--- src/hw/rtl/gcbg_pkg.sv ---
// Shared constants, types and codes for the glyph column bit gather block.
`default_nettype none

package gcbg_pkg;

  // Strike memory geometry
  localparam int MEM_BYTES  = 4096;
  localparam int MEM_AW     = $clog2(MEM_BYTES);
  localparam int MAX_HEIGHT = 64;
  localparam int ROW_CW     = $clog2(MAX_HEIGHT);
  localparam int HT_W       = $clog2(MAX_HEIGHT + 1);

  // Field and register widths
  localparam int PH_W  = 7;
  localparam int RB_W  = 13;
  localparam int BB_W  = 12;
  localparam int OFF_W = 21;

  // Reset values of the configuration registers
  localparam logic [PH_W-1:0] PIXEL_HEIGHT_RST = 7'd16;
  localparam logic [RB_W-1:0] ROW_BYTES_RST    = 13'd64;
  localparam logic [BB_W-1:0] BITMAP_BASE_RST  = 12'd0;

  // Register indexes on the configuration port
  localparam logic [1:0] REG_PIXEL_HEIGHT = 2'd0;
  localparam logic [1:0] REG_ROW_BYTES    = 2'd1;
  localparam logic [1:0] REG_BITMAP_BASE  = 2'd2;

  // Item operation codes
  localparam logic OP_LOAD    = 1'b0;
  localparam logic OP_EXTRACT = 1'b1;

  typedef enum logic [0:0] {
    ST_IDLE,
    ST_RUN
  } state_t;

  typedef struct packed {
    logic [PH_W-1:0] pixel_height;
    logic [RB_W-1:0] row_bytes;
    logic [BB_W-1:0] bitmap_base;
  } cfg_t;

  // Controller to datapath
  typedef struct packed {
    logic              load;
    logic              start;
    logic              issue;
    logic              last;
    logic [ROW_CW-1:0] row;
  } ctrl_cmd_t;

  // Datapath to controller
  typedef struct packed {
    logic can_issue;
  } dp_status_t;

endpackage

`default_nettype wire

--- src/hw/rtl/gcbg_regs.sv ---
// Configuration registers behind the APB-style port.
`default_nettype none

module gcbg_regs (
  input  wire logic          clk,
  input  wire logic          rst_n,
  input  wire logic          psel,
  input  wire logic          penable,
  input  wire logic          pwrite,
  input  wire logic [3:0]    paddr,
  input  wire logic [31:0]   pwdata,
  output logic      [31:0]   prdata,
  output logic               pready,
  output gcbg_pkg::cfg_t     cfg
);

  gcbg_pkg::cfg_t cfg_r;
  gcbg_pkg::cfg_t cfg_nxt;
  logic           wr_en;

  assign pready = 1'b1;
  assign wr_en  = psel && penable && pwrite && pready;
  assign cfg    = cfg_r;

  // Decode a write into the addressed register
  always_comb begin
    cfg_nxt = cfg_r;
    if (wr_en) begin
      case (paddr[3:2])
        gcbg_pkg::REG_PIXEL_HEIGHT: cfg_nxt.pixel_height = pwdata[gcbg_pkg::PH_W-1:0];
        gcbg_pkg::REG_ROW_BYTES:    cfg_nxt.row_bytes    = pwdata[gcbg_pkg::RB_W-1:0];
        gcbg_pkg::REG_BITMAP_BASE:  cfg_nxt.bitmap_base  = pwdata[gcbg_pkg::BB_W-1:0];
        default:                    cfg_nxt = cfg_r;
      endcase
    end
  end

  always_ff @(posedge clk) begin
    if (!rst_n) begin
      cfg_r.pixel_height <= gcbg_pkg::PIXEL_HEIGHT_RST;
      cfg_r.row_bytes    <= gcbg_pkg::ROW_BYTES_RST;
      cfg_r.bitmap_base  <= gcbg_pkg::BITMAP_BASE_RST;
    end else begin
      cfg_r <= cfg_nxt;
    end
  end

  // Read back the addressed register
  always_comb begin
    case (paddr[3:2])
      gcbg_pkg::REG_PIXEL_HEIGHT: prdata = 32'(cfg_r.pixel_height);
      gcbg_pkg::REG_ROW_BYTES:    prdata = 32'(cfg_r.row_bytes);
      gcbg_pkg::REG_BITMAP_BASE:  prdata = 32'(cfg_r.bitmap_base);
      default:                    prdata = 32'd0;
    endcase
  end

endmodule

`default_nettype wire

--- config.mk ---
export PLATFORM = sky130hd
export DESIGN_NAME = gcbg_regs
export DESIGN_NICKNAME = d
export VERILOG_FILES = /design/src/hw/rtl/gcbg_pkg.sv /design/src/hw/rtl/gcbg_regs.sv
export SDC_FILE = /design/constraint.sdc
export NUM_CORES = 1
export LEC_CHECK = 0
export BUFFER_PORTS_ARGS = -buffer_cell sky130_fd_sc_hd__buf_2
export CORE_AREA = 4 4 76 78
export CTS_BUF_LIST = sky130_fd_sc_hd__clkbuf_16
export CTS_CLUSTER_SIZE = 20
export DETAILED_ROUTE_END_ITERATION = 16
export DIE_AREA = 0 0 80 82
export PLACE_DENSITY = 0.77
export SYNTH_ARGS = -nofsm -noshare
export SYNTH_HDL_FRONTEND = slang
export SYNTH_SLANG_ARGS = --single-unit
--- constraint.sdc ---
create_clock -name clk -period 0.9 [get_ports clk]
set_input_delay 0.09 -clock clk [delete_from_list [all_inputs] [get_ports clk]]
set_output_delay 0.09 -clock clk [all_outputs]
set_load 0.1 [all_outputs]
After elaboration in Yosys (flattened, before gate mapping)
Index checks and enable logic that the tools add are counted.
- register bits after elaboration: 32
- bits of input ports: 41
- eq/ne operators: 2
- multiplexer cells: 1
- reduce and logical (&&, ||, !) cells: 6
- operator list (kind ; number):
    13-bit case mux with 3 select lines ; 1
    2-bit AND reduction ; 3
    2-bit by 1-bit equality test with 1-bit output (second input constant) ; 1
    2-bit equality test (second input constant) ; 1
    1-bit logical AND ; 2
    2-bit zero test ; 1

Logic depth before layout (Yosys ltp)
Gate-level depths: netlist (run 1).
- depth in word-level cells: 3
- gate-level depth with buffers: 6

Worst setup path after synthesis (run 1)
Ideal clock, no wire load.
- path kind: register to output
- start point: register cfg_r (netlist bit cfg[18])
- end point: output prdata[6]
- data arrival time: 3.245 ns
- required time: 0.810 ns
- setup slack: -2.435 ns
- cell stages (with the launch flop): 3
- cells stage by stage: dfxtp_1 > mux2i_1 > o21ai_0
- cells in the longest elaborated chain, start to end: 1
- ends and longest elaborated chain (what ; RTL line ; text):
    start, declared ; gcbg_regs.sv:17 ; gcbg_pkg::cfg_t cfg_r;
    start signal, assigned ; gcbg_regs.sv:44 ; cfg_r <= cfg_nxt;
    13-bit case mux with 3 select lines ; gcbg_regs.sv:50 ; case (paddr[3:2])
    end, declared ; gcbg_regs.sv:12 ; output logic [31:0] prdata,
Every way passes these cells.

Worst setup path after layout (run 1)
Same ends and word-level chain as after synthesis.

==> results.txt, run 1 <==
Inst Count DP: 330
Max Root-Sink Buffers: 2
Pre-Repair DR Iteration Count: 4
HPWL after DPL: 3.703 mm
Crit Path Class: reg -> out
CP max FO: 2
Via Count: 1564
Synth unique cells: 21
Largest net degree at the start of global routing: 46
RSZ-0062 raised after global routing: yes
Max frequency: 855.6 MHz
Peak supply drop: 1072 µV
Routed wire length: 5.091 mm
Commonest cells after routing, fill and taps aside: 50 x nand2_1, 46 x buf_12, 30 x mux2i_1, 27 x dfxtp_4, 27 x buf_6
Global-route wire length before repair: 7.824 mm
Power Dens Cells: 1239 nW/µm²
CP required: 0.81 ns
Final setup vio count: 45
Flip-flop count of the largest register after layout: 32
CP endpoint kind: output pin
Slew Limit Fails: 0
Avg Inst Size Synth: 9.166 µm²
Max H-tree Level: 2
Worst Slack Setup Final: -0.2687 ns
Hold Path Class: in -> reg
Net switching power: 1398 µW
Final Total Pwr: 4353 µW
Complex-gate fraction of the synthesized area: 6.109%
Gr usage total: 16.04%
Ant. Diodes: 0
Highest metal used: met4
Failing checks: negative setup slack
TritonCTS buffer count: 5
XOR/XNOR Fraction of Synth Area: 0%
Outcome: finished with violations
Crit path DAT: 1.08 ns
Pint: 2955 µW
Remaining global-route overflow: 0
Nets: 326
Die Y: 82 µm
Mux contribution to synthesized area: 22.32%
Full die area: 6560 µm²
Die boundary width: 80 µm
Ys Warns: 0
Design Area, Final: 3515 µm²
Antenna violations before repair: 0
Area grow syn2layout: 111.8%
Sequential power share: 31.9%
Seq/Total Area, Yosys: 38.61%
Layout cells sized above 1: 62.24%
Starting Density: 32.69%
Root buf cell: clkbuf_16
Final Hold Viols: 0
Largest family of logic cells by synthesized area: multiplexers
Post-route setup TNS: -5.440 ns
Max Cap Viol: 0
Startpoint types: flip-flop
Met3 wire length: 316 µm
Worst-path clk slew: 0.05 ns
Synth Area in Simple Gates: 15.61%
Vias in the first global route: 1618
Worst skew pair latency: 0.28 ns
Hold buffers post-CTS: 0
Met2 wire length: 2.647 mm
Drt drc: 0
LEAKAGE: 0.001486 µW
I/O Pins: 106
Core ar.: 5075 µm²
Routed vias/inst: 4.393
Clock power share: 43.5%
Post-DR wirelength/cell: 14.30 µm
Area post-placement: 3108 µm²
Metal-1 WL: 1.978 mm
Most common cell after layout, fill and taps aside: nand2_1
Final Skew: 0 ns
FP Rows: 26
Final Wtd Congestion: 0.7882
Clock period minus worst slack: 1.169 ns
Sw Share: 32.12%
Adder-cell area share of the yosys netlist: 0%
Mapped cell area: 1659 µm²
Fin crit share: 129.9%
Gate power share: 24.6%
Routed Antenna Nets: 0
CTS tree: done
Number of synthesized register bits: 32
Buffers added on ports: 64
Post-route insts no fill: 356
Iteration-0 DRC Markers: 50
Mapped Cells: 181
CTS Sinks: 32
## critical path, stage by stage, from the launching register on
cell and delay, ns:
dfxtp_4 0.35, mux2i_4 0.07, o21ai_4 0.17, buf_12 0.20
## kinds of logic (layout without fill, tap and decap cells)
kind of cell / count (synthesis) / in the layout
multiplexers: 37 / 37
AND/OR/NAND/NOR: 59 / 59
AO/OA/AOI/OAI: 15 / 15
other: 2 / 20
flip-flops: 32 / 32
buffers and inverters: 36 / 123
## routing by layer
layer / global-route usage [%] / vias to the layer above
met1: 17.26 / 727
met4: 7.770 / 0
met5: 0 / -
li1: - / 765
met3: 4.167 / 11
met2: 29.14 / 61
## final timing paths
path	from	to	slack, ns	cells after the start
worst max-delay path	cfg[18]	prdata[6]	-0.27	3
worst min-delay path	pwdata[12]	cfg[24]	0.05	3
worst max register to register	cfg[14]	cfg[14]	0.05	4
worst min register to register	cfg[24]	cfg[24]	0.49	2
## cells in the mapped netlist
cell type	number	area, µm²
and2_4	2	17.52
mux2i_1	37	370.4
or3_4	1	11.26
dfxtp_1	32	640.6
and2_1	1	6.260
a22o_1	5	43.79
o211ai_1	2	15.01
o31ai_1	1	7.510
and3_1	1	6.260
nand2_1	50	187.7
conb_1	2	7.510
nor2b_4	1	13.76
nor2b_1	1	6.260
buf_8	2	30.03
o21ai_0	7	35.03
buf_4	20	150.1
buf_2	2	10.01
nand3_1	2	10.01
inv_1	2	7.510
buf_6	6	67.56
clkbuf_1	4	15.01
## timing repair
| item | 4_1_cts | 5_1_grt |
|---|---|---|
| buffers inserted | 14 | 12 |
| endpoints found under the setup margin | 45 | 45 |
| pin swaps | 9 | 0 |
| gates resized for setup | 27 | 9 |
## area by class of cell
class	count	area (µm²)
inverters	2	7.507
repair buffers	113	1478
multi-input cells	131	1026
clock inverters	3	42.54
flip-flops and latches	32	748.2
clock buffers	5	125.1
well taps	70	87.58
fillers	368	1560
## power groups by stage
stage / clock, µW / combinational [µW] / sequential [µW]
after floorplan: 0 / 727 / 1560
after global placement: 0 / 1030 / 1420
after detailed placement: 0 / 1040 / 1420
after CTS: 1950 / 1070 / 1390
after global routing: 2020 / 1110 / 1390
final: 1890 / 1070 / 1390
## metrics by stage
stage / hold slack (ns) / util [%] / setup WS (ns)
2_1_floorplan: 0.2216 / - / -0.4261
3_3_place_gp: 0.3284 / 61.24 / -0.1993
3_5_place_dp: 0.3364 / 61.24 / -0.2238
4_1_cts: 0.03761 / 68.61 / -0.2610
5_1_grt: 0.04635 / 69.26 / -0.2985
6_report: 0.04644 / 69.26 / -0.2687
Power figures use the tool's default switching activity.
==> run 2: changes to the inputs <==
GPL_ROUTABILITY_DRIVEN = 0   (was unset)
clock period = 1 ns   (was 0.9 ns; I/O delays follow)
==> run 2 against run 1 <==
Effect of this change: the flow still finishes with violations (negative setup slack); first-iteration DRC count grew 4.0%; clock skew stayed put; final cell count up 1.1%; combinational power shrank 8%; largest power group unchanged; non-clock buffer count rose by 4; via count is 1.4% higher; critical path type unchanged; highest routed layer is now met5; setup slack improved by 0.12 ns; power is 16% lower; sequential power down 9%; largest cell class unchanged; clock power shrank 24%.
==> results.txt, run 2 (synthesis gave the netlist of run 1 again) <==
Outcome: finished with violations
Failing checks: negative setup slack
Full die area: 6560 µm² (unchanged)
Pre-CTS setup slack: -0.2438 ns (-0.02003 ns)
Root buf cell: clkbuf_16
Max frequency: 872.3 MHz
# fillers: 362 (-1.6%)
Worst Slack Setup Final: -0.1464 ns (+0.1224 ns)
Crit path DAT: 1.05 ns (-0.03 ns)
Routed Antenna Nets: 0 (unchanged)
Final Skew: 0 ns (unchanged)
Routed wire length: 5.233 mm (+2.8%)
Peak supply drop: 707.1 µV (-34%)
Die boundary width: 80 µm (unchanged)
Post-DR wirelength/cell: 14.54 µm (+1.6%)
Design Area, Final: 3525 µm² (+0.28%)
Layout cells sized above 1: 62.41% (+0.18 points)
Buffers added on ports: 64 (unchanged)
Vias in the first global route: 1563 (-3.4%)
Final setup vio count: 19 (-58%)
Startpoint types: flip-flop
CP max FO: 2 (unchanged)
Global-route wire length before repair: 7.748 mm (-0.97%)
CTS tree: done
Routed vias/inst: 4.406 (+0.28%)
CTS Sinks: 32 (unchanged)
Pre-Repair DR Iteration Count: 4 (unchanged)
Hold buffers post-CTS: 0 (unchanged)
Remaining global-route overflow: 0 (unchanged)
Clock period minus worst slack: 1.146 ns
Core ar.: 5075 µm² (unchanged)
Ant. Diodes: 0 (unchanged)
Area grow syn2layout: 112.4%
Die Y: 82 µm (unchanged)
Max H-tree Level: 2 (unchanged)
Fin crit share: 114.6%
CP endpoint kind: output pin
Nets: 330 (+1.2%)
I/O Pins: 106 (unchanged)
Gr usage total: 15.89% (-0.15 points)
Commonest cells after routing, fill and taps aside: 50 x nand2_1, 47 x buf_12, 30 x mux2i_1, 26 x buf_4, 26 x buf_6
TritonCTS buffer count: 5 (unchanged)
Final Hold Viols: 0 (unchanged)
Register area: 743.2 µm² (-0.67%)
Most common cell after layout, fill and taps aside: nand2_1
Area of the multi-input gates: 1026 µm² (unchanged)
Starting Density: 32.69% (unchanged)
Max Cap Viol: 0 (unchanged)
Flip-flop count of the largest register after layout: 32 (unchanged)
Hold slack: 0.07499 ns (+0.02855 ns)
CP required: 0.90 ns (+0.09 ns)
Antenna violations before repair: 1 (+1)
Largest net degree at the start of global routing: 46 (unchanged)
Max Root-Sink Buffers: 2 (unchanged)
FP Rows: 26 (unchanged)
Area post-placement: 2983 µm² (-4.0%)
Iteration-0 DRC Markers: 52 (+4.0%)
Worst skew pair latency: 0.27 ns (about the same)
Crit Path Class: reg -> out
HPWL after DPL: 3.562 mm (-3.8%)
LEAKAGE: 0.001503 µW (+1.2%)
Worst-path clk slew: 0.05 ns (about the same)
Hold Path Class: in -> reg
Drt drc: 0 (unchanged)
Slew Limit Fails: 0 (unchanged)
Power Dens Cells: 1041 nW/µm² (-16%)
Via Count: 1586 (+1.4%)
RSZ-0062 raised after global routing: yes
## run 2: what timing repair did
| item | 4_1_cts | 5_1_grt |
|---|---|---|
| cloned | 0 | 0 |
| endpoints found under the setup margin | 14 | 37 |
| resized for setup | 26 | 12 |
| buffers inserted | 24 | 23 |
| pin swaps | 9 | 0 |
## run 2: report_power, final
part	switching [µW]	internal, µW
Combinational	705	275
Sequential	19.1	1240
Clock	529	902
Total	1250	2410
## run 2: per-stage QoR
step           TNS (ns)  util (%)  cells  power, µW
2_1_floorplan    -2.870         -    199       2055
3_3_place_gp     -3.662     58.78    313       2201
3_5_place_dp     -6.282     58.78    313       2210
4_1_cts          -1.833     66.96    345       3666
5_1_grt          -2.323     69.45    360       3774
6_report         -1.703     69.45    360       3668
## run 2: final timing paths
kind / start / to / slack (ns) / cells past startpoint
worst max-delay path: cfg[18] / prdata[6] / -0.15 / 3
worst min-delay path: pwdata[12] / cfg[24] / 0.07 / 3
worst max register to register: cfg[29] / cfg[29] / 0.12 / 4
worst min register to register: cfg[0] / cfg[0] / 0.49 / 2
## run 2: cell type report
type / instances / area share (%)
clock buffers: 5 / 3.550
inverters: 2 / 0.2130
well taps: 70 / 2.485
clock inverters: 3 / 0.3905
multi-input cells: 131 / 29.11
flip-flops and latches: 32 / 21.09
repair buffers: 117 / 43.17
## run 2: critical path, stage by stage (launching register included)
cell and delay [ns]:
dfxtp_4 0.36, mux2i_4 0.07, o21ai_4 0.15, buf_12 0.19
## run 2: per-layer routing
| metal | track usage [%] | vias to the layer above | wire (µm) |
|---|---|---|---|
| met5 | 0 | - | 12 |
| met4 | 6.081 | 2 | 91 |
| met3 | 4.715 | 8 | 310 |
| met2 | 29.06 | 53 | 2826 |
| met1 | 17.22 | 747 | 1991 |
| li1 | - | 776 | - |
