==> src/hw/rtl/gcbg_pkg.sv <==
// Shared constants, types and codes for the glyph column bit gather block.
`default_nettype none

package gcbg_pkg;

  // Strike memory geometry
  localparam int MEM_BYTES  = 4096;
  localparam int MEM_AW     = $clog2(MEM_BYTES);
  localparam int MAX_HEIGHT = 64;
  localparam int ROW_CW     = $clog2(MAX_HEIGHT);
  localparam int HT_W       = $clog2(MAX_HEIGHT + 1);

  // Field and register widths
  localparam int PH_W  = 7;
  localparam int RB_W  = 13;
  localparam int BB_W  = 12;
  localparam int OFF_W = 21;

  // Reset values of the configuration registers
  localparam logic [PH_W-1:0] PIXEL_HEIGHT_RST = 7'd16;
  localparam logic [RB_W-1:0] ROW_BYTES_RST    = 13'd64;
  localparam logic [BB_W-1:0] BITMAP_BASE_RST  = 12'd0;

  // Register indexes on the configuration port
  localparam logic [1:0] REG_PIXEL_HEIGHT = 2'd0;
  localparam logic [1:0] REG_ROW_BYTES    = 2'd1;
  localparam logic [1:0] REG_BITMAP_BASE  = 2'd2;

  // Item operation codes
  localparam logic OP_LOAD    = 1'b0;
  localparam logic OP_EXTRACT = 1'b1;

  typedef enum logic [0:0] {
    ST_IDLE,
    ST_RUN
  } state_t;

  typedef struct packed {
    logic [PH_W-1:0] pixel_height;
    logic [RB_W-1:0] row_bytes;
    logic [BB_W-1:0] bitmap_base;
  } cfg_t;

  // Controller to datapath
  typedef struct packed {
    logic              load;
    logic              start;
    logic              issue;
    logic              last;
    logic [ROW_CW-1:0] row;
  } ctrl_cmd_t;

  // Datapath to controller
  typedef struct packed {
    logic can_issue;
  } dp_status_t;

endpackage

`default_nettype wire

==> src/hw/rtl/gcbg_ctrl.sv <==
// Controller: accepts items and sequences one strike read per row.
`default_nettype none

module gcbg_ctrl (
  input  wire logic                clk,
  input  wire logic                rst_n,
  input  wire logic                in_valid,
  input  wire logic                in_op,
  output logic                     in_stall,
  input  wire gcbg_pkg::cfg_t      cfg,
  input  wire gcbg_pkg::dp_status_t stat,
  output gcbg_pkg::ctrl_cmd_t      cmd
);

  gcbg_pkg::state_t                state_r;
  gcbg_pkg::state_t                state_nxt;
  logic [gcbg_pkg::ROW_CW-1:0]     row_r;
  logic [gcbg_pkg::ROW_CW-1:0]     row_nxt;
  logic [gcbg_pkg::HT_W-1:0]       height_r;
  logic [gcbg_pkg::HT_W-1:0]       height_nxt;
  logic [gcbg_pkg::HT_W-1:0]       height_cfg;
  logic                            accept;
  logic                            start;
  logic                            last_row;

  // Saturate the configured height to the row capacity
  assign height_cfg = (32'(cfg.pixel_height) > gcbg_pkg::MAX_HEIGHT) ?
                      gcbg_pkg::HT_W'(gcbg_pkg::MAX_HEIGHT) :
                      gcbg_pkg::HT_W'(cfg.pixel_height);

  assign accept   = in_valid && !in_stall;
  assign start    = accept && (in_op == gcbg_pkg::OP_EXTRACT);
  assign last_row = (gcbg_pkg::HT_W'(row_r) + gcbg_pkg::HT_W'(1)) == height_r;

  // Next state
  always_comb begin
    state_nxt = state_r;
    case (state_r)
      gcbg_pkg::ST_IDLE: begin
        if (start && (height_cfg != '0)) begin
          state_nxt = gcbg_pkg::ST_RUN;
        end
      end
      gcbg_pkg::ST_RUN: begin
        if (stat.can_issue && last_row) begin
          state_nxt = gcbg_pkg::ST_IDLE;
        end
      end
      default: state_nxt = gcbg_pkg::ST_IDLE;
    endcase
  end

  // Outputs
  always_comb begin
    in_stall  = 1'b0;
    cmd.load  = 1'b0;
    cmd.start = 1'b0;
    cmd.issue = 1'b0;
    cmd.last  = last_row;
    cmd.row   = row_r;
    case (state_r)
      gcbg_pkg::ST_IDLE: begin
        cmd.load  = accept && (in_op == gcbg_pkg::OP_LOAD);
        cmd.start = start;
      end
      gcbg_pkg::ST_RUN: begin
        in_stall  = 1'b1;
        cmd.issue = stat.can_issue;
      end
      default: in_stall = 1'b1;
    endcase
  end

  // Row counter and latched height
  always_comb begin
    row_nxt    = row_r;
    height_nxt = height_r;
    if (start) begin
      row_nxt    = '0;
      height_nxt = height_cfg;
    end else if (cmd.issue && !last_row) begin
      row_nxt = row_r + gcbg_pkg::ROW_CW'(1);
    end
  end

  always_ff @(posedge clk) begin
    if (!rst_n) begin
      state_r  <= gcbg_pkg::ST_IDLE;
      row_r    <= '0;
      height_r <= '0;
    end else begin
      state_r  <= state_nxt;
      row_r    <= row_nxt;
      height_r <= height_nxt;
    end
  end

endmodule

`default_nettype wire

==> config.mk <==
export PLATFORM = sky130hd
export DESIGN_NAME = gcbg_ctrl
export DESIGN_NICKNAME = d
export VERILOG_FILES = /design/src/hw/rtl/gcbg_pkg.sv /design/src/hw/rtl/gcbg_ctrl.sv
export SDC_FILE = /design/constraint.sdc
export NUM_CORES = 1
export LEC_CHECK = 0
export ABC_AREA = 1
export BUFFER_PORTS_ARGS = -buffer_cell sky130_fd_sc_hd__buf_2
export CAP_MARGIN = 20
export CORE_MARGIN = 3
export CORE_UTILIZATION = 46
export CTS_CLUSTER_DIAMETER = 30
export DETAILED_ROUTE_END_ITERATION = 10
export PLACE_DENSITY = 0.83
export SYNTH_ARGS = -nofsm -noshare
export SYNTH_HDL_FRONTEND = slang
export SYNTH_SLANG_ARGS = --single-unit
==> constraint.sdc <==
create_clock -name clk -period 3.77 [get_ports clk]
set_input_delay 0.9425 -clock clk [delete_from_list [all_inputs] [get_ports clk]]
set_output_delay 0.9425 -clock clk [all_outputs]
set_load 0.03 [all_outputs]
Word-level counts from Yosys, hierarchy flattened
Index checks and enable logic that the tools add are counted.

Input port bits: 37. Output and inout bits: 11. Register bits: 14.

Reductions and logical operators: 10. Mux-type cells: 7. Bitwise operators: 3. $add $sub $neg: 2. Equality and inequality tests: 1. Magnitude comparators: 1.

Operator list (number): adder 6 x 1 -> 7 bit, second input constant (1); == test 7 bit (1); greater-than comparator 7 bit, second input constant (1); 2-to-1 mux 7 bit (1); nonzero test 7 bit (1); adder 6 x 1 -> 6 bit, second input constant (1); logical AND 1 bit (6); 2-to-1 mux 1 bit (4); inverter 1 bit (3); zero test 1 bit (2); 2-to-1 mux 2 bit (1); case mux 1 bit (2 select lines) (1); OR reduction 2 bit (1).

Depth between registers and ports, before layout
Gate-level depths: netlist (run 1).

Depth after elaboration: 7. Gate-level depth with buffers: 14.

Worst setup path after synthesis (run 1)
Ideal clock, no wire load.

Path kind: reg2out. Start point: register row_r[1] in the netlist's numbering. End point: output cmd[6] in the netlist's numbering. Data arrival time: 1.683 ns. Stages on the path, launching flop included: 12. Path slack: 1.145 ns. Buffers on the path: 2. Cells stage by stage: dfxtp_1 ha_1 nand2_1 nor2_1 nand2_1 nand2_1 nand3_1 nor2_1 nand2_1 buf_6 inv_1 buf_4.

Cells in the longest elaborated chain, start to end: 2.

Ends and longest elaborated chain: start: declaration (RTL line gcbg_ctrl.sv:17) `logic [gcbg_pkg::ROW_CW-1:0] row_r;`; start signal: assignment (RTL line gcbg_ctrl.sv:93) `row_r <= row_nxt;`; adder 6 x 1 -> 7 bit (RTL line gcbg_ctrl.sv:33) `assign last_row = (gcbg_pkg::HT_W'(row_r) + gcbg_pkg::HT_W'(1)) == height_r;`; == test 7 bit (RTL line gcbg_ctrl.sv:33); end: declaration (RTL line gcbg_ctrl.sv:12) `output gcbg_pkg::ctrl_cmd_t cmd`.

Every way passes these cells.

==> results.cfg, run 1 <==
[outcome]
status = complete, no violations

[grt]
grt_pass1_wl_mm = 3.084
grt_overflow = 0
grt_pass1_vias = 793
grt_max_degree = 12
antenna_found_initial = 0
grt_usage_pct = 16.14

[logic_synthesis]
synth.cell_area_um2 = 830.8
synth_edf_count = 0
ys.flop_type = dfxtp_1
yosys.area.top_type = dfxtp_1
synthTopCellsByArea = dfxtp_1, nand2_1, nand3_1, inv_1, nor2_1
avgSynthCellArea_um2 = 5.934
synth_nets = 178
synthMostInstantiatedCell = nand2_1
synth-async-reset-ratio_pct = 0
synth_seq_cells = 14
yosysUniqueCellTypes = 16
syn_inst = 140
yosysTopAreaCellShare_pct = 33.73
yosys_warnings = 0
synth_common_cells = nand2_1, inv_1, nand3_1
seq_area_frac_synth_pct = 33.73

[drt]
drtIter0Drc = 22
via_per_inst = 4.777
totalWireLength_mm = 1.796
vias = 898
drc_errors = 0
wire_per_inst_um = 9.553
antenna_left = 0
drt_pass1_iterations = 4

[sta]
fmax_mhz = 336.9
slew_headroom_pct = 76.60
finalCriticalPeriod_ps = 2968
fin_crit_sh_pct = 78.74
clock_skew_ps = 2.609
setup_tns_ps = 0
worstMarginPinSlew_ps = 350.1
setup_violations = 0
drv_slew = 0
rsz0062_at_grt = false
hold_viol_final = 0

[clock_network]
h-tree-depth = 1
tritoncts = built
cts_buffers = 3
cts-resized-gates = 0
cts_buffer_depth = 2
cts_hold_buf = 0
clk_pin_slew_ps = 80
postCtsSetupBuffers = 0
clock-sinks = 14
clockRootBuffer = clkbuf_4
insertion_delay_ps = 280

[critical_path]
reg2reg_from = row_r[0]$_SDFFE_PP0P_
r2r_slack_ps = 1860
worstReg2RegEnd = row_r[0]$_SDFFE_PP0P_
cp_max_fo = 11
reg2regPathDepth = 13
crit_required_ps = 2830
cp-endpoint = cmd[6]
worstSetupEndpointType = output port
startpoint = row_r[0]$_SDFFE_PP0P_
criticalPathCategory = reg2out
cp.arrival_ps = 2030
cp-start-kind = flop

[layout]
fin_nets = 203
final-seq-area_um2 = 280.3
multi_input_area_um2 = 430.4
n_antenna_cell = 0
design_area_um2 = 988.4
areaGrowthSynthToFinish_pct = 18.98
drive_above_1_share_pct = 17.07
fill_cells = 154

[place]
port_buffers = 22
dpl.hpwl_mm = 1.415
dpl_cell_area_um2 = 952.2
place_congestion = 0.8336

[floorplanning]
start_util_pct = 52.12
die_area_mm2 = 0.002352
die_h_um = 48.50
die_x_um = 48.50
pin_count = 48
core-area_mm2 = 0.001594
row_count = 14

[min_path]
hp-class = reg2reg

[pwr]
p_leak_nw = 0.5146
ir_drop_mv = 0.2227
p_per_area_mw_per_mm2 = 340.2

[flow_run]
maxCapViolCount = 0
metal layers:
metal / vias to the layer above / track usage [%] / share of wire (%)
met3: 5 / 2.761 / 4.5
met2: 28 / 28.90 / 46
met4: 0 / 7.109 / 1.7
met5: - / 0 / 0
met1: 375 / 18.75 / 47
li1: 490 / - / -
state kept, by name, summed over array words and instances, names as in the netlist:
register,flops
row_r,6
height_r,7
state_r,1
stage by stage:
stage	util (%)	instances	worst slack [ps]	hold WS [ps]	power [mW]
6_report	62.01	188	801.7	507.0	0.3363
5_1_grt	62.01	188	598.0	538.5	0.3574
4_1_cts	62.01	188	816.3	509.9	0.3401
3_5_place_dp	59.73	184	1142	497.6	0.2327
3_3_place_gp	59.73	184	1183	488.1	0.2301
2_1_floorplan	-	140	1145	465.1	0.2142
layout make-up:
cell class              count  area share [%]
inverters                  27           10.25
well taps                  24           3.038
clock buffers               4           3.671
repair buffers             22           11.14
multi-input cells          97           43.54
flip-flops and latches     14           28.35
cell families after synthesis:
group           share of synthesized area [%]
flops                                   33.74
simple gates                            40.51
buf+inv                                 14.46
compound gates                          9.789
fa+ha+maj                               1.506
cells in the final DEF, fill, tap and decap left out:
| cell | Yosys | routed |
|---|---|---|
| a21oi_1 | 4 | 4 |
| nor4_1 | 1 | 1 |
| clkbuf_4 | 0 | 3 |
| o22ai_1 | 3 | 3 |
| dfxtp_1 | 14 | 14 |
| o21ai_0 | 7 | 7 |
| inv_1 | 26 | 26 |
| buf_2 | 0 | 22 |
| nand3_1 | 21 | 21 |
| nor3_1 | 1 | 1 |
| clkbuf_8 | 0 | 1 |
| nor2_1 | 14 | 14 |
| nand2_1 | 43 | 43 |
| ha_1 | 1 | 1 |
| inv_2 | 1 | 1 |
| nor2_2 | 1 | 1 |
| o21bai_1 | 1 | 1 |
worst max-delay path: stages (launching register included):
cell and delay, ps:
dfxtp_1 350, ha_1 240, nand2_1 150, nand2_1 100, nand2_1 60, nand2_1 40
nor2_1 120, nand2_1 70, nor2_1 90, nand2_1 230, inv_1 110, buf_2 200
report_power, final:
part | leakage [nW] | switching [mW] | internal (mW)
Sequential | 0.114 | 0.00680 | 0.155
Clock | 0.0210 | 0.0481 | 0.0588
Combinational | 0.380 | 0.0451 | 0.0230
Total | 0.515 | 0.100 | 0.236
worst min-delay path by stage:
stage                              from                       end  cells past startpoint
6_report       height_r[6]$_SDFFE_PN0P_  height_r[6]$_SDFFE_PN0P_                      2
5_1_grt        height_r[6]$_SDFFE_PN0P_  height_r[6]$_SDFFE_PN0P_                      2
4_1_cts        height_r[6]$_SDFFE_PN0P_  height_r[6]$_SDFFE_PN0P_                      2
3_5_place_dp   height_r[6]$_SDFFE_PN0P_  height_r[6]$_SDFFE_PN0P_                      2
3_3_place_gp   height_r[1]$_SDFFE_PN0P_  height_r[1]$_SDFFE_PN0P_                      2
2_1_floorplan  height_r[0]$_SDFFE_PN0P_  height_r[0]$_SDFFE_PN0P_                      2
No activity file was read; power rests on OpenSTA's default activity.
==> run 2, diff against run 1 <==
Settings changed: CORE_UTILIZATION 46 to 42, PLACE_DENSITY 0.83 to 0.77.
Clock period 3.77 ns to 3.1 ns, I/O delays scaled along.
==> run 2 against run 1 <==
Compared with the run above:
- sequential power grew 22%
- cell area rose by 0.13%
- clock power up 25%
- via count increased by 0.67%
- first-iteration DRC count is 23% higher
- total power is 23% higher
- critical path depth shrank 1
- clock skew grew 3.2 ps
- highest routed layer unchanged
==> results.cfg, run 2 (same netlist as run 1, synthesis figures left out) <==
[floorplanning]
pin_count = 48
start_util_pct = 46.11
die_h_um = 50.48
row_count = 15
die_area_mm2 = 0.002548
die_x_um = 50.48
core-area_mm2 = 0.001802

[critical_path]
crit_path_frequent_cell = nand2_1
critPathSlowestCell = dfxtp_1
cp_max_fo = 11
criticalPathCategory = reg2out
worstSetupEndpointType = output port
reg2regPathDepth = 12
slowest_delay_ps = 400
worstPathCellList = ha_1 -> nand2_1 -> nor2_1 -> nand2_1 -> nand2_1 -> nand3_1 -> nor2_1 -> nand2_1 -> inv_1 -> buf_2
worstReg2RegEnd = row_r[1]$_SDFFE_PP0P_
r2r_slack_ps = 1200
crit_required_ps = 2320
cp.arrival_ps = 1990
cp-start-kind = flop
reg2reg_from = row_r[1]$_SDFFE_PP0P_

[place]
dpl.hpwl_mm = 1.467
port_buffers = 22
dpl_cell_area_um2 = 953.4
place_congestion = 0.8728

[drt]
drtIter0Drc = 27
antenna_left = 0
vias = 904
via_per_inst = 4.783
wire_per_inst_um = 9.720
drt_pass1_iterations = 4
totalWireLength_mm = 1.837
drc_errors = 0

[pwr]
clkPwrFrac_pct = 32.5
ir_drop_mv = 0.2295
p_leak_nw = 0.5146
p_per_area_mw_per_mm2 = 417.2
p_comb_share_pct = 19.9
p_sw_share_pct = 30.40
p_sw_mw = 0.1255
pwr-share-seq_pct = 47.6
p_int_mw = 0.2874

[layout]
layout.cells.most_common_list = nand2_1, inv_1, buf_2, nand3_1
design_area_um2 = 989.7
areaGrowthSynthToFinish_pct = 19.13
top_regs = height_r x7, row_r x6, state_r x1
regMostFlops = height_r
fin_nets = 203
layout_commonest_cell = nand2_1
drive_above_1_share_pct = 17.07
n_antenna_cell = 0
largest_register_ff_count = 7

[clock_network]
insertion_delay_ps = 280
cts_hold_buf = 0
cts_buffer_depth = 2
clock-sinks = 14
postCtsSetupBuffers = 0
h-tree-depth = 1
cts-resized-gates = 0
clockRootBuffer = clkbuf_4
clk_pin_slew_ps = 80
cts_buffers = 3
tritoncts = built

[min_path]
hold_path_depth = 2
worst_hold_startpoint = height_r[2]$_SDFFE_PN0P_
hp-class = reg2reg
holdPathEnd = height_r[2]$_SDFFE_PN0P_

[grt]
grt_pass1_wl_mm = 2.946
grt_max_degree = 12
grt_overflow = 0
grt_pass1_vias = 751
antenna_found_initial = 0
grt_usage_pct = 14.73

[sta]
setup_violations = 0
clock_skew_ps = 5.794
drv_slew = 0
slew_headroom_pct = 75.90
rsz0062_at_grt = false
hold_viol_final = 0
setup_tns_ps = 0
fin_crit_sh_pct = 89.25
finalCriticalPeriod_ps = 2767
worstMarginPinSlew_ps = 360.6
fmax_mhz = 361.4

[outcome]
status = complete, no violations

[flow_run]
maxCapViolCount = 0
run 2: cell counts in the layout (fill, tap and decap cells not counted):
Identical to the previous run, type by type.
run 2: layout make-up:
cell class / count / area, um2
fill: 191 / 812.0
multi-input combinational: 97 / 430.4
sequential: 14 / 280.3
timing repair buffer: 22 / 110.1
inverter: 27 / 101.3
clock buffer: 4 / 36.28
tap: 25 / 31.28
run 2: stage by stage:
step	utilization, %	power [mW]	hold WS (ps)	setup slack (ps)	std cells
2_1_floorplan	-	0.2605	465.1	642.0	140
5_1_grt	54.93	0.4325	521.0	114.2	189
3_5_place_dp	52.92	0.2830	490.3	634.7	185
4_1_cts	54.93	0.4151	502.5	316.8	189
6_report	54.93	0.4129	505.5	333.3	189
3_3_place_gp	52.92	0.2802	483.9	671.4	185
run 2: worst max path at each step:
stage | start | to | depth (start not counted) | slack (ps)
after floorplan | row_r[1]$_SDFFE_PP0P_ | cmd[6] | 11 | 640
after global placement | row_r[0]$_SDFFE_PP0P_ | cmd[6] | 10 | 670
after detailed placement | row_r[1]$_SDFFE_PP0P_ | cmd[6] | 10 | 630
after CTS | row_r[1]$_SDFFE_PP0P_ | cmd[6] | 10 | 320
after global routing | row_r[1]$_SDFFE_PP0P_ | cmd[6] | 10 | 110
final | row_r[1]$_SDFFE_PP0P_ | cmd[6] | 10 | 330
run 2: power by group through the flow:
stage                     clock network, mW  registers [mW]  logic (mW)
after floorplan                           0           0.209      0.0517
after global placement                    0           0.200      0.0805
after detailed placement                  0           0.200      0.0826
after CTS                             0.136           0.196      0.0828
after global routing                  0.143           0.198      0.0923
final                                 0.134           0.196      0.0822
run 2: worst max-delay path: cells and delay by family (launching register included):
family,cells,cell delay (ps)
adders and majority gates,1,210
buffers and inverters,2,290
DFF,1,400
and+or+nand+nor,7,800
run 2: per-layer routing:
metal	track usage, %	part of all wire, %	vias up
met4	7.623	1.6	0
met2	25.22	47	30
met1	17.92	45	383
met3	1.780	5.9	4
met5	0	0	-
li1	-	-	487
